--- config.mk ---
export PLATFORM = sky130hd
export DESIGN_NAME = fnv1a_and_polynomial_hash_unit
export DESIGN_NICKNAME = d
export VERILOG_FILES = /design/src/fph_pkg.sv /design/src/fph_csr.sv /design/src/fph_mul_unit.sv /design/src/fnv1a_and_polynomial_hash_unit.sv
export VERILOG_INCLUDE_DIRS = /design/src /design/src/src
export SDC_FILE = /design/constraint.sdc
export NUM_CORES = 1
export LEC_CHECK = 0
export BUFFER_PORTS_ARGS = -buffer_cell sky130_fd_sc_hd__buf_2
export CORE_MARGIN = 2
export CORE_UTILIZATION = 30
export CTS_BUF_LIST = sky130_fd_sc_hd__clkbuf_8
export DETAILED_ROUTE_END_ITERATION = 12
export RECOVER_POWER = 50
export SLEW_MARGIN = 5
export SYNTH_ARGS = -nofsm -noshare
export SYNTH_HDL_FRONTEND = slang
export SYNTH_HIERARCHICAL = 1
export SYNTH_SLANG_ARGS = --single-unit
--- constraint.sdc ---
create_clock -name clock -period 21.8 [get_ports clock]
set_clock_uncertainty 0.05 [all_clocks]
set_input_delay 1.09 -clock clock [delete_from_list [all_inputs] [get_ports clock]]
set_output_delay 1.09 -clock clock [all_outputs]
set_load 0.03 [all_outputs]
--- src/fnv1a_and_polynomial_hash_unit_macros.svh ---
// Assertion macros shared by the hash unit RTL.
`ifndef FNV1A_AND_POLYNOMIAL_HASH_UNIT_MACROS_SVH
`define FNV1A_AND_POLYNOMIAL_HASH_UNIT_MACROS_SVH

`ifndef SYNTHESIS
// Same-cycle implication.
`define FPH_ASSERT_IMPLIES(label, clk, rst, ante, cons) \
   label: assert property (@(posedge clk) disable iff (rst) (ante) |-> (cons)) \
      else $error("fph assertion failed");
// Next-cycle implication.
`define FPH_ASSERT_NEXT(label, clk, rst, ante, cons) \
   label: assert property (@(posedge clk) disable iff (rst) (ante) |=> (cons)) \
      else $error("fph assertion failed");
`else
`define FPH_ASSERT_IMPLIES(label, clk, rst, ante, cons)
`define FPH_ASSERT_NEXT(label, clk, rst, ante, cons)
`endif

`endif

--- src/fph_pkg.sv ---
// Shared types and constants of the FNV-1a / polynomial hash unit.
package fph_pkg;

   localparam int HASH_W = 64;
   localparam int BYTE_W = 8;
   localparam int WORD_BYTES = HASH_W / BYTE_W;
   localparam int STEP_CNT_W = $clog2(WORD_BYTES + 1);

   localparam logic [HASH_W-1:0] OFFSET_BASIS = 64'hcbf29ce484222325;
   // prime = 2^40 + 0x1b3
   localparam int PRIME_SHIFT = 40;
   localparam logic [8:0] PRIME_LO = 9'h1b3;

   // operation codes
   localparam logic [1:0] OP_NONE = 2'd0;
   localparam logic [1:0] OP_BYTE = 2'd1;
   localparam logic [1:0] OP_WORD = 2'd2;

   // hash modes
   localparam logic MODE_FNV1A = 1'b0;
   localparam logic MODE_POLY  = 1'b1;

   // register map
   localparam int CSR_DATA_W = 32;
   localparam int CSR_ADDR_W = 3;
   localparam logic REG_HASH_MODE = 1'b0;

   typedef struct packed {
      logic hash_mode;
   } cfg_type;

endpackage

--- src/fph_csr.sv ---
// APB-style configuration register block of the hash unit.
module fph_csr (
   input  logic                           clock,
   input  logic                           reset,
   input  logic                           psel,
   input  logic                           penable,
   input  logic                           pwrite,
   input  logic [fph_pkg::CSR_ADDR_W-1:0] paddr,
   input  logic [fph_pkg::CSR_DATA_W-1:0] pwdata,
   output logic [fph_pkg::CSR_DATA_W-1:0] prdata,
   output logic                           pready,
   output fph_pkg::cfg_type               cfg
);
   import fph_pkg::*;

   logic hash_mode_ff;
   logic hash_mode_in;
   logic reg_index;
   logic wr_en;

   // byte offset bits are ignored
   assign reg_index = paddr[CSR_ADDR_W-1];
   assign wr_en     = psel && penable && pwrite;
   assign pready    = 1'b1;

   always_comb begin
      hash_mode_in = hash_mode_ff;
      if (wr_en && reg_index == REG_HASH_MODE) begin
         hash_mode_in = pwdata[0];
      end
   end

   always_ff @(posedge clock) begin
      if (reset) begin
         hash_mode_ff <= MODE_FNV1A;
      end else begin
         hash_mode_ff <= hash_mode_in;
      end
   end

   always_comb begin
      unique case (reg_index)
         REG_HASH_MODE: prdata = {{(CSR_DATA_W-1){1'b0}}, hash_mode_ff};
         default:       prdata = '0;
      endcase
   end

   assign cfg.hash_mode = hash_mode_ff;

endmodule

--- src/fph_mul_unit.sv ---
// Shared byte-absorb unit: one multiply by the FNV prime mod 2^64.
module fph_mul_unit (
   input  logic                       hash_mode,
   input  logic [fph_pkg::HASH_W-1:0] hash_cur,
   input  logic [fph_pkg::HASH_W-1:0] byte_val,
   output logic [fph_pkg::HASH_W-1:0] hash_next
);
   import fph_pkg::*;

   logic [HASH_W-1:0] mul_src;
   logic [HASH_W-1:0] mul_lo;
   logic [HASH_W-1:0] product;

   // FNV-1a xors before the multiply, polynomial adds after it
   assign mul_src = (hash_mode == MODE_POLY) ? hash_cur : (hash_cur ^ byte_val);
   assign mul_lo  = mul_src * {{(HASH_W-9){1'b0}}, PRIME_LO};
   assign product = (mul_src << PRIME_SHIFT) + mul_lo;
   assign hash_next = (hash_mode == MODE_POLY) ? (product + byte_val) : product;

endmodule

--- src/fnv1a_and_polynomial_hash_unit.sv ---
// Top level of the FNV-1a / polynomial running hash unit.
//
//  channel | direction | handshake             | payload
//  --------+-----------+-----------------------+-------------------------------------
//  req     | in        | req_valid / req_stall | req_operation, req_restart, req_data
//  rsp     | out       | rsp_valid / rsp_stall | rsp_hash
//  csr     | in/out    | APB psel/penable      | hash_mode at byte address 0
//
// One item at a time. The accept cycle loads the work registers, then the
// single multiply-by-prime unit absorbs one byte per cycle: a word item takes
// eight byte steps, a byte item one, a no-data item none. Bytes are absorbed
// while the previous hash is unread; the new hash enters the result register once
// the old one is taken, and req_stall is high from acceptance until then.
// Synchronous active-high reset sets the hash to the offset basis and mode FNV-1a.
module fnv1a_and_polynomial_hash_unit (
   input  logic                           clock,
   input  logic                           reset,
   input  logic                           req_valid,
   output logic                           req_stall,
   input  logic [1:0]                     req_operation,
   input  logic                           req_restart,
   input  logic [fph_pkg::HASH_W-1:0]     req_data,
   output logic                           rsp_valid,
   input  logic                           rsp_stall,
   output logic [fph_pkg::HASH_W-1:0]     rsp_hash,
   input  logic                           csr_psel,
   input  logic                           csr_penable,
   input  logic                           csr_pwrite,
   input  logic [fph_pkg::CSR_ADDR_W-1:0] csr_paddr,
   input  logic [fph_pkg::CSR_DATA_W-1:0] csr_pwdata,
   output logic [fph_pkg::CSR_DATA_W-1:0] csr_prdata,
   output logic                           csr_pready
);
   import fph_pkg::*;
   `include "fnv1a_and_polynomial_hash_unit_macros.svh"

   localparam logic ST_IDLE = 1'b0;
   localparam logic ST_BUSY = 1'b1;

   cfg_type cfg;

   logic                  state_ff,     state_in;
   logic [HASH_W-1:0]     hash_ff,      hash_in;
   logic [HASH_W-1:0]     data_ff,      data_in;
   logic                  sext_ff,      sext_in;
   logic [STEP_CNT_W-1:0] steps_ff,     steps_in;
   logic                  rsp_valid_ff, rsp_valid_in;
   logic [HASH_W-1:0]     rsp_hash_ff,  rsp_hash_in;

   logic              accept;
   logic              out_free;
   logic              last_step;
   logic [BYTE_W-1:0] cur_byte;
   logic [HASH_W-1:0] byte_val;
   logic [HASH_W-1:0] step_hash;
   logic [HASH_W-1:0] stage_hash;

   fph_csr u_csr (
      .clock   (clock),
      .reset   (reset),
      .psel    (csr_psel),
      .penable (csr_penable),
      .pwrite  (csr_pwrite),
      .paddr   (csr_paddr),
      .pwdata  (csr_pwdata),
      .prdata  (csr_prdata),
      .pready  (csr_pready),
      .cfg     (cfg)
   );

   // byte order: FNV-1a takes the word low byte first, polynomial high byte first
   assign cur_byte = (cfg.hash_mode == MODE_POLY) ? data_ff[HASH_W-1 -: BYTE_W]
                                                  : data_ff[BYTE_W-1:0];
   // string bytes are sign-extended, word bytes are not
   assign byte_val = sext_ff ? {{(HASH_W-BYTE_W){cur_byte[BYTE_W-1]}}, cur_byte}
                             : {{(HASH_W-BYTE_W){1'b0}}, cur_byte};

   fph_mul_unit u_mul (
      .hash_mode (cfg.hash_mode),
      .hash_cur  (hash_ff),
      .byte_val  (byte_val),
      .hash_next (step_hash)
   );

   assign accept     = req_valid && !req_stall;
   assign out_free   = !rsp_valid_ff || !rsp_stall;
   assign last_step  = steps_ff <= STEP_CNT_W'(1);
   assign stage_hash = (steps_ff != '0) ? step_hash : hash_ff;

   always_comb begin
      state_in     = state_ff;
      hash_in      = hash_ff;
      data_in      = data_ff;
      sext_in      = sext_ff;
      steps_in     = steps_ff;
      rsp_valid_in = rsp_valid_ff && rsp_stall;
      rsp_hash_in  = rsp_hash_ff;

      unique case (state_ff)
         ST_IDLE: begin
            if (accept) begin
               hash_in  = req_restart ? OFFSET_BASIS : hash_ff;
               data_in  = req_data;
               state_in = ST_BUSY;
               case (req_operation)
                  OP_BYTE: begin
                     // move the string byte to where the selected mode reads it
                     data_in  = {req_data[BYTE_W-1:0], {(HASH_W-2*BYTE_W){1'b0}},
                                 req_data[BYTE_W-1:0]};
                     sext_in  = 1'b1;
                     steps_in = STEP_CNT_W'(1);
                  end
                  OP_WORD: begin
                     sext_in  = 1'b0;
                     steps_in = STEP_CNT_W'(WORD_BYTES);
                  end
                  default: begin
                     // no data, and the unused code behaves the same
                     sext_in  = 1'b0;
                     steps_in = '0;
                  end
               endcase
            end
         end
         ST_BUSY: begin
            if (steps_ff != '0) begin
               hash_in  = step_hash;
               steps_in = steps_ff - STEP_CNT_W'(1);
               data_in  = (cfg.hash_mode == MODE_POLY) ? (data_ff << BYTE_W)
                                                       : (data_ff >> BYTE_W);
            end
            if (last_step && out_free) begin
               rsp_hash_in  = stage_hash;
               rsp_valid_in = 1'b1;
               state_in     = ST_IDLE;
            end
         end
         default: state_in = ST_IDLE;
      endcase
   end

   always_ff @(posedge clock) begin
      if (reset) begin
         state_ff     <= ST_IDLE;
         hash_ff      <= OFFSET_BASIS;
         sext_ff      <= 1'b0;
         steps_ff     <= '0;
         rsp_valid_ff <= 1'b0;
      end else begin
         state_ff     <= state_in;
         hash_ff      <= hash_in;
         sext_ff      <= sext_in;
         steps_ff     <= steps_in;
         rsp_valid_ff <= rsp_valid_in;
      end
   end

   always_ff @(posedge clock) begin
      data_ff     <= data_in;
      rsp_hash_ff <= rsp_hash_in;
   end

   assign req_stall = (state_ff != ST_IDLE);
   assign rsp_valid = rsp_valid_ff;
   assign rsp_hash  = rsp_hash_ff;

   `FPH_ASSERT_NEXT(a_busy_after_accept, clock, reset, accept, req_stall)
   `FPH_ASSERT_IMPLIES(a_steps_range, clock, reset, 1'b1, steps_ff <= STEP_CNT_W'(WORD_BYTES))
   `FPH_ASSERT_IMPLIES(a_idle_no_steps, clock, reset, state_ff == ST_IDLE, steps_ff == '0)
   `FPH_ASSERT_NEXT(a_rsp_only_from_busy, clock, reset, state_ff == ST_IDLE && !rsp_valid_ff, !rsp_valid_ff)

endmodule

## After elaboration in Yosys (flattened, before gate mapping)

Index checks and enable logic that the tools add are counted.
Widths: inputs -> output; s select.

| storage, ports and cells | value |
|---|---|
| flip-flop bits (word level) | 200 |
| bits of input ports | 109 |
| output and inout bits | 99 |
| logic and storage cells | 60 |

| operators by class | value |
|---|---|
| add/subtract/negate cells | 3 |
| multipliers | 1 |
| magnitude comparators | 1 |
| equality and inequality tests | 5 |
| mux-type cells | 24 |
| bitwise operators | 3 |
| reductions and logical operators | 15 |

Operators with widths:

| operator | number |
|---|---|
| $mux 64 | 10 |
| $pmux 64 s2 | 2 |
| $add 64x64->64 | 2 |
| $mul 64x9->64 const B | 1 |
| $xor 64x64->64 | 1 |
| $pmux 4 s2 | 2 |
| $mux 4 | 2 |
| $mux 8 | 1 |
| $reduce_and 2->1 | 4 |
| $logic_and 1x1->1 | 6 |
| $mux 1 | 6 |
| $le 4x1->1 const B | 1 |
| $ne 2x2->1 const B | 2 |
| $reduce_bool 4->1 | 1 |
| $sub 4x1->4 const B | 1 |
| $logic_not 1->1 | 3 |
| $eq 2x1->1 const B | 1 |
| $eq 2x2->1 const B | 1 |
| $ne 2x1->1 const B | 1 |
| $not 1->1 | 2 |
| $pmux 1 s2 | 1 |
| $logic_or 1x1->1 | 1 |

## Depth between registers and ports, before layout

Gate-level depths: netlist of the first run.

| depth | value |
|---|---|
| word-level depth | 10 |
| gate-level depth with buffers | 41 |
| gate-level depth less buffers | 37 |

## By module

The synthesis of the first run kept the hierarchy.

By module, submodules not included:

| module | instances | cells an instance | area an instance (um^2) | sequential area each (um^2) |
|---|---|---|---|---|
| fph_mul_unit | 1 | 2097 | 16998.8 | 0.0 |
| fnv1a_and_polynomial_hash_unit | 1 | 756 | 9039.9 | 5265.0 |
| fph_csr | 1 | 40 | 309.0 | 20.0 |

## Least setup slack after synthesis of the first run

No wires, ideal clock.

| timing path | value |
|---|---|
| path type | reg-to-reg |
| start | reg u_csr.hash_mode_ff, in the netlist u_csr/cfg |
| end | reg rsp_hash_ff[62], in the netlist rsp_hash[62] (data pin) |
| setup time | 260 ps |
| arrival | 10690 ps |
| setup slack | 10800 ps |
| cell stages (with the launch flop) | 36 |
| path buffers | 3 |
| path through | dfxtp_1 buf_2 mux2_2 and2_1 nand2_1 xor2_1 inv_1 ha_1 xor2_1 ha_1 a21o_1 fa_1 fa_1 ha_1 ha_1 buf_2 a21o_1 a21o_1 o221a_2 or4_1 o21ai_0 o21ai_0 xor2_1 ha_1 clkbuf_1 a21o_1 a21oi_1 nor2b_1 o41a_1 o31ai_2 a41oi_2 a2111oi_2 o21bai_1 xor2_1 mux2_4 mux2_2 |

| on the way | value |
|---|---|
| word-level cells in the longest chain between the ends | 9 |

Ends and longest elaborated chain:

| what | RTL line | source |
|---|---|---|
| start: declaration | fph_csr.sv:16 | `logic hash_mode_ff;` |
| start signal: assignment | fph_csr.sv:37 | `hash_mode_ff <= hash_mode_in;` |
| $mux 8 * | fnv1a_and_polynomial_hash_unit.sv:72 | `assign cur_byte = (cfg.hash_mode == MODE_POLY) ? data_ff[HASH_W-1 -: BYTE_W]` |
| $mux 64 * | fnv1a_and_polynomial_hash_unit.sv:75 | `assign byte_val = sext_ff ? {{(HASH_W-BYTE_W){cur_byte[BYTE_W-1]}}, cur_byte}` |
| net byte_val[7] | fnv1a_and_polynomial_hash_unit.sv:54 | `logic [HASH_W-1:0] byte_val;` |
| $xor 64x64->64 | fph_mul_unit.sv:15 | `assign mul_src = (hash_mode == MODE_POLY) ? hash_cur : (hash_cur ^ byte_val);` |
| $mux 64 | fph_mul_unit.sv:15 |  |
| $mul 64x9->64 | fph_mul_unit.sv:16 | `assign mul_lo = mul_src * {{(HASH_W-9){1'b0}}, PRIME_LO};` |
| $add 64x64->64 | fph_mul_unit.sv:17 | `assign product = (mul_src << PRIME_SHIFT) + mul_lo;` |
| $add 64x64->64 | fph_mul_unit.sv:18 | `assign hash_next = (hash_mode == MODE_POLY) ? (product + byte_val) : product;` |
| $mux 64 * | fph_mul_unit.sv:18 |  |
| net step_hash[62] | fnv1a_and_polynomial_hash_unit.sv:55 | `logic [HASH_W-1:0] step_hash;` |
| $mux 64 * | -- |  |
| net stage_hash[62] | fnv1a_and_polynomial_hash_unit.sv:56 | `logic [HASH_W-1:0] stage_hash;` |
| end signal: assignment | fnv1a_and_polynomial_hash_unit.sv:160 | `rsp_hash_ff <= rsp_hash_in;` |
| end: declaration | fnv1a_and_polynomial_hash_unit.sv:48 | `logic [HASH_W-1:0] rsp_hash_ff, rsp_hash_in;` |

The timed path passes the listed nets; every way through them passes the cells marked *.
A chain may end at the register's enable or synchronous reset.

## Worst setup path after layout of the first run

| timing path | value |
|---|---|
| start | reg u_csr.hash_mode_ff, in the netlist u_csr/cfg |
| end | reg hash_ff[56] |

| on the way | value |
|---|---|
| word-level cells in the longest chain between the ends | 10 |

Ends and longest elaborated chain:

| what | RTL line | source |
|---|---|---|
| $mux 8 * | fnv1a_and_polynomial_hash_unit.sv:72 |  |
| $mux 64 * | fnv1a_and_polynomial_hash_unit.sv:75 |  |
| net byte_val[3] | fnv1a_and_polynomial_hash_unit.sv:54 |  |
| $xor 64x64->64 | fph_mul_unit.sv:15 |  |
| $mux 64 | fph_mul_unit.sv:15 |  |
| $mul 64x9->64 | fph_mul_unit.sv:16 |  |
| $add 64x64->64 | fph_mul_unit.sv:17 |  |
| $add 64x64->64 | fph_mul_unit.sv:18 |  |
| $mux 64 * | fph_mul_unit.sv:18 |  |
| net step_hash[56] | fnv1a_and_polynomial_hash_unit.sv:55 |  |
| $mux 64 * | fnv1a_and_polynomial_hash_unit.sv:126 | `if (steps_ff != '0) begin` |
| $pmux 64 s2 * | fnv1a_and_polynomial_hash_unit.sv:99 | `unique case (state_ff)` |
| end signal: assignment | fnv1a_and_polynomial_hash_unit.sv:151 | `hash_ff <= hash_in;` |
| end: declaration | fnv1a_and_polynomial_hash_unit.sv:43 | `logic [HASH_W-1:0] hash_ff, hash_in;` |

Marks and branches as above.

==> results of run 1 <==
## layout by cell type, fill, tap and decap left out, types with 13 or more instances in the layout
cell and count:
inv_1 457, ha_1 246, fa_1 232, nand2_1 226
xnor2_1 174, a21oi_1 153, o21ai_0 147, edfxtp_1 128
mux2_2 126, nor2_1 111, buf_2 76, a21o_1 75
nand4_1 72, dfxtp_1 71, clkbuf_1 70, xor2_1 69
nand3_1 54, a22o_1 49, conb_1 32, o31a_1 31
o31ai_2 31, o21bai_1 24, nor2b_1 23, nor3_1 19
clkbuf_8 17, o31ai_1 13
## routing by layer
metal	track usage [%]	part of all wire [%]	vias to the layer above
li1	-	-	9899
met1	23.5	48	9929
met2	26.2	44	580
met3	2.77	5.6	77
met4	5.10	2.6	0
met5	0	0	-
## layout make-up
class                   count  area [sq um]
well taps                1155          1450
clock inverters            15           215
repair buffers            158           733
fillers                  9087         58600
flip-flops and latches    200          5290
clock buffers              17           234
inverters                 458          1720
multi-input cells        2103         18700
## registers in the layout (all words and copies together) (netlist names)
register,count
sext_ff,1
hash_ff,64
steps_ff,4
rsp_hash,64
data_ff,64
req_stall,1
u_csr/cfg,1
rsp_valid,1
## worst max-delay path, delay by kind of cell, from the launching register on
kind            cells  cell delay (ns)
fa+ha+maj           7             2.57
mux                 2             0.77
flops               1             0.69
xor+xnor            4             0.98
compound gates     14             3.66
simple gates        5             1.20
buf+inv             5             2.93
## logic make-up after synthesis
logic type	count (synthesis)	share of synthesized area, %
other	2	0.0285
adder cells (fa/ha/maj)	478	29.3
buffers and inverters	620	9.57
multiplexers	137	5.82
XOR/XNOR	244	8.17
AO/OA/AOI/OAI	638	16.8
AND/OR/NAND/NOR	574	10.3
flip-flops	200	20.1
## metrics by stage
step | instances | hold WS (ns) | instance area, sq um | setup WS [ns]
finish | 4106 | 0.442 | 28300 | 8.77
global route | 4106 | 0.459 | 28300 | 7.97
CTS | 4106 | 0.445 | 28400 | 10.22
detailed placement | 4074 | 0.427 | 28000 | 10.26
global placement | 4074 | 0.412 | 28000 | 10.29
floorplan | 2923 | 0.396 | 26500 | 10.80
## path summary, 6_finish.rpt
kind | start | end | slack (ns) | cells past startpoint
worst min register to register | sext_ff | sext_ff | 0.44 | 2
worst max register to register | u_csr/cfg | hash_ff[56] | 8.77 | 37
worst max-delay path | u_csr/cfg | hash_ff[56] | 8.77 | 37
worst min-delay path | sext_ff | sext_ff | 0.44 | 2
==> key figures, run 1 <==
STA
  – RSZ-0062 raised after global routing: no
  – Tmin final: 13.03 ns
  – Final max-slew violation count: 310
  – Setup TNS Final: 0 ns
  – Slew of the pin with the lowest slew margin: 3.40 ns
  – Fmax achieved: 76.8 MHz
  – Rel. slew slack: -127%
  – # setup viols final: 0
  – Tcrit/Tclk final: 59.8%
  – Final hold vios: 0

Worst setup path
  – Crit path top cell by count: ha_1
  – Critical Path End Type: flop
  – Crit-path max cell delay: 1.88 ns
  – Setup crit start kind: flop
  – Critical path data required time: 22.25 ns
  – Critical-path top delay cell: clkbuf_1
  – Arr. time, crit path: 13.48 ns
  – WS Path Type: flop to flop
  – CP Max Fanout: 50

Drt
  – DRT antenna net count: 0
  – Average wire per standard cell: 18.4 um
  – Starting DRT DRC Count: 1345
  – Via density: 4.99
  – DR vias: 20500
  – DR pass1 iterations: 5
  – Total Routed Length: 75500 um
  – Residual DRC: 0

Clocking
  – Post_cts resized: 0
  – Hold-fix buffers at CTS: 0
  – Clk buf depth: 2
  – Root buffer cell: clkbuf_8
  – CTS tree: built
  – Post-CTS setup buffer count: 0
  – Clock insertion delay at the later pin of the skew report: 0.61 ns
  – Inserted Clock Buffers: 17
  – Worst-path clk slew: 0.13 ns
  – H-tree Lvls: 4
  – Clk sinks: 200

Die
  – Initial Util: 30.3%
  – Core ar.: 86900 sq um
  – Die height: 300 um
  – Top Ports: 208
  – Die ar.: 90200 sq um
  – Rows: 108
  – Die width: 300 um

Global routing
  – Total GRT Usage: 16.7%
  – Largest net degree at the start of global routing: 72
  – Total grt overflow: 0
  – Initial antenna violation count: 0
  – First-pass GRT wire length: 117000 um
  – Vias in the first global route: 20400

Synth
  – Async set-reset flop share out of synthesis: 0%
  – Synthesized area per cell: 9.11 sq um
  – Synth top cells by count: 458 x inv_1, 246 x ha_1, 232 x fa_1, 226 x nand2_1, 174 x xnor2_1
  – Syn Inst Count: 2893
  – Yosys top cell by area: fa_1
  – Top cells by area, synth: fa_1 18%, edfxtp_1 15%, ha_1 12%, inv_1 6.5%, xnor2_1 5.8%
  – Post-synth top flop: edfxtp_1
  – Ys Warns: 6
  – Register area share after synthesis: 20.1%
  – EDFF count, synth: 128
  – Mapped Area: 26300 sq um
  – FF+latch count, synth: 200
  – Netlist cell types: 84
  – Synth top area share: 17.6%
  – Count leader, synth: inv_1

Placement
  – GPL Wtd Cong: 0.922
  – Buffers on Ports: 142
  – DP Wirelength: 60700 um

Final layout
  – Area Overhead vs Synth: 7.48%
  – Post-Route Utilization: 32.6%
  – Share of cells above drive strength 1: 10.5%
  – Nets: 3525
  – Ant. Diodes: 0

Status
  – Failing checks: capacitance limit, slew limit
  – Outcome: finished, violations left

Worst hold path
  – Worst min path class: flop to flop

Run
  – Max_cap viols: 6
Power of run 1 is left out: the tool's default activity adds up to more than one toggle a clock period on the data nets, which glitch-free logic cannot reach.
==> run 2, diff against run 1 <==
==> constraint.sdc (replaced) <==
create_clock -name clock -period 12.4 [get_ports clock]
set_clock_uncertainty 0.05 [all_clocks]
set_input_delay 0.62 -clock clock [delete_from_list [all_inputs] [get_ports clock]]
set_output_delay 0.62 -clock clock [all_outputs]
set_load 0.03 [all_outputs]
==> run 2 against run 1 <==
Effect of this change: the run still ends with capacitance limit, slew limit left; count of clock-buffer cells in the layout is the same; first-iteration DRC count decreased by 9.8%; global-route usage hardly changed; maximum frequency is 21% higher; cell count barely moved; via count grew 0.10%; utilization barely moved; largest cell class unchanged; sequential share of layout area barely moved; highest routed layer unchanged; critical path depth is 3 lower.
==> key figures, run 2 (synthesis gave the netlist of run 1 again) <==
Final layout
  – Ant. Diodes: 0
  – Most common cell after layout, fill and taps aside: inv_1
  – Area Overhead vs Synth: 7.42%
  – Nets: 3528
  – Commonest cells after routing, fill and taps aside: 458 x inv_1, 246 x ha_1, 232 x fa_1
  – Share of cells above drive strength 1: 10.7%

Worst setup path
  – Critical-path top delay cell: xnor2_1
  – CP Max Fanout: 46
  – WS Path Type: flop to flop
  – CP delay by family, top: compound AO/OA/AOI/OAI gates
  – Worst Reg2Reg Path Length in Cells: 34
  – Critical path data required time: 12.82 ns
  – Flop-to-flop setup slack: 1.62 ns
  – Setup crit start kind: flop
  – Critical Path End Type: flop
  – Crit path top cell by count: ha_1
  – WP buf/inv: 2
  – Arr. time, crit path: 11.20 ns
  – Crit-path max cell delay: 0.77 ns
  – Reg2reg start: u_csr/cfg
  – FF-to-FF End: hash_ff[56]

Worst hold path
  – Hold Path End: data_ff[37]
  – Hold Startpoint: req_data[37]
  – Number of cells on the worst hold path: 2
  – Worst min path class: primary input to flop

Drt
  – Uppermost routed layer: met4
  – Met3 wire len: 4150 um
  – DR pass1 iterations: 5
  – Residual DRC: 0
  – Metal2 WL: 33500 um
  – Average wire per standard cell: 18.4 um
  – Via density: 4.99
  – Total Routed Length: 75600 um
  – M1 wire length: 35900 um
  – DRT antenna net count: 0
  – DR vias: 20500
  – Starting DRT DRC Count: 1213

STA
  – Tmin final: 10.78 ns
  – Rel. slew slack: -136%
  – # setup viols final: 0
  – Fmax achieved: 92.8 MHz
  – Final max-slew violation count: 260
  – RSZ-0062 raised after global routing: no
  – Tcrit/Tclk final: 86.9%
  – Setup TNS Final: 0 ns
  – Final hold vios: 0
  – Slew of the pin with the lowest slew margin: 3.55 ns

Placement
  – Buffers on Ports: 142
  – DP Wirelength: 60900 um
  – GPL Wtd Cong: 0.945

Clocking
  – Clock insertion delay at the later pin of the skew report: 0.59 ns
  – Root buffer cell: clkbuf_8
  – Worst-path clk slew: 0.12 ns
  – Hold-fix buffers at CTS: 0
  – Clk sinks: 200
  – Post-CTS setup buffer count: 0
  – Clk buf depth: 2
  – Post_cts resized: 0
  – Inserted Clock Buffers: 17
  – H-tree Lvls: 4
  – CTS tree: built

Die
  – Die width: 300 um
  – Rows: 108
  – Initial Util: 30.3%
  – Die ar.: 90200 sq um
  – Top Ports: 208
  – Die height: 300 um
  – Core ar.: 86900 sq um

Global routing
  – First-pass GRT wire length: 117000 um
  – Total grt overflow: 0
  – Largest net degree at the start of global routing: 73
  – Initial antenna violation count: 0
  – Vias in the first global route: 20300
  – Total GRT Usage: 16.8%

Status
  – Outcome: finished, violations left
  – Failing checks: capacitance limit, slew limit

Run
  – Max_cap viols: 5
==> run 2: changes by cell type in the layout (fill, tap and decap cells not counted), sizes merged <==
cell / previous run / this run
buf: 88 / 93
clkbuf: 87 / 85
clkinv: 7 / 5
inv: 465 / 467
bufinv: 1 / 0
clkinvlp: 0 / 1
==> run 2: layer usage <==
metal	GRT usage [%]	up-vias
met2	26.3	544
met5	0	-
li1	-	9900
met1	23.5	9982
met3	2.90	80
met4	5.14	0
==> run 2: worst max-delay path by stage <==
stage	from	end	depth (start not counted)
after floorplan	u_csr/cfg	rsp_hash[62]	35
after global placement	u_csr/cfg	rsp_hash[56]	33
after detailed placement	u_csr/cfg	rsp_hash[56]	33
after CTS	u_csr/cfg	rsp_hash[56]	33
after global routing	u_csr/cfg	hash_ff[56]	35
final	u_csr/cfg	hash_ff[56]	34
==> run 2: stage by stage <==
stage	hold slack [ns]	utilization, %	instances	worst slack (ns)	cell area, sq um
6_report	0.264	32.6	4109	1.62	28300
5_1_grt	0.217	32.6	4109	0.971	28300
4_1_cts	0.180	32.7	4109	1.60	28400
3_5_place_dp	0.432	32.2	4077	1.65	28000
3_3_place_gp	0.423	32.2	4077	1.72	28000
2_1_floorplan	0.396	-	2923	1.40	26500
==> run 2: worst register-to-register path: cells and delay by family, from the launching register on <==
kind                       cells  cell delay (ns)
AOI/OAI and AO/OA             12             3.02
adders and majority gates      7             2.76
and+or+nand+nor                8             2.58
xor gates and xnor gates       3             0.99
muxes                          2             0.65
DFF                            1             0.39
buffers and inverters          2             0.25
==> run 2: area by class of cell <==
class	instances	area, sq um
timing repair buffer	161	761
multi-input combinational	2103	18700
sequential	200	5290
clock inverter	15	171
tap	1155	1450
clock buffer	17	234
fill	9144	58600
inverter	458	1720
Power of run 2 is left out for the same reason.
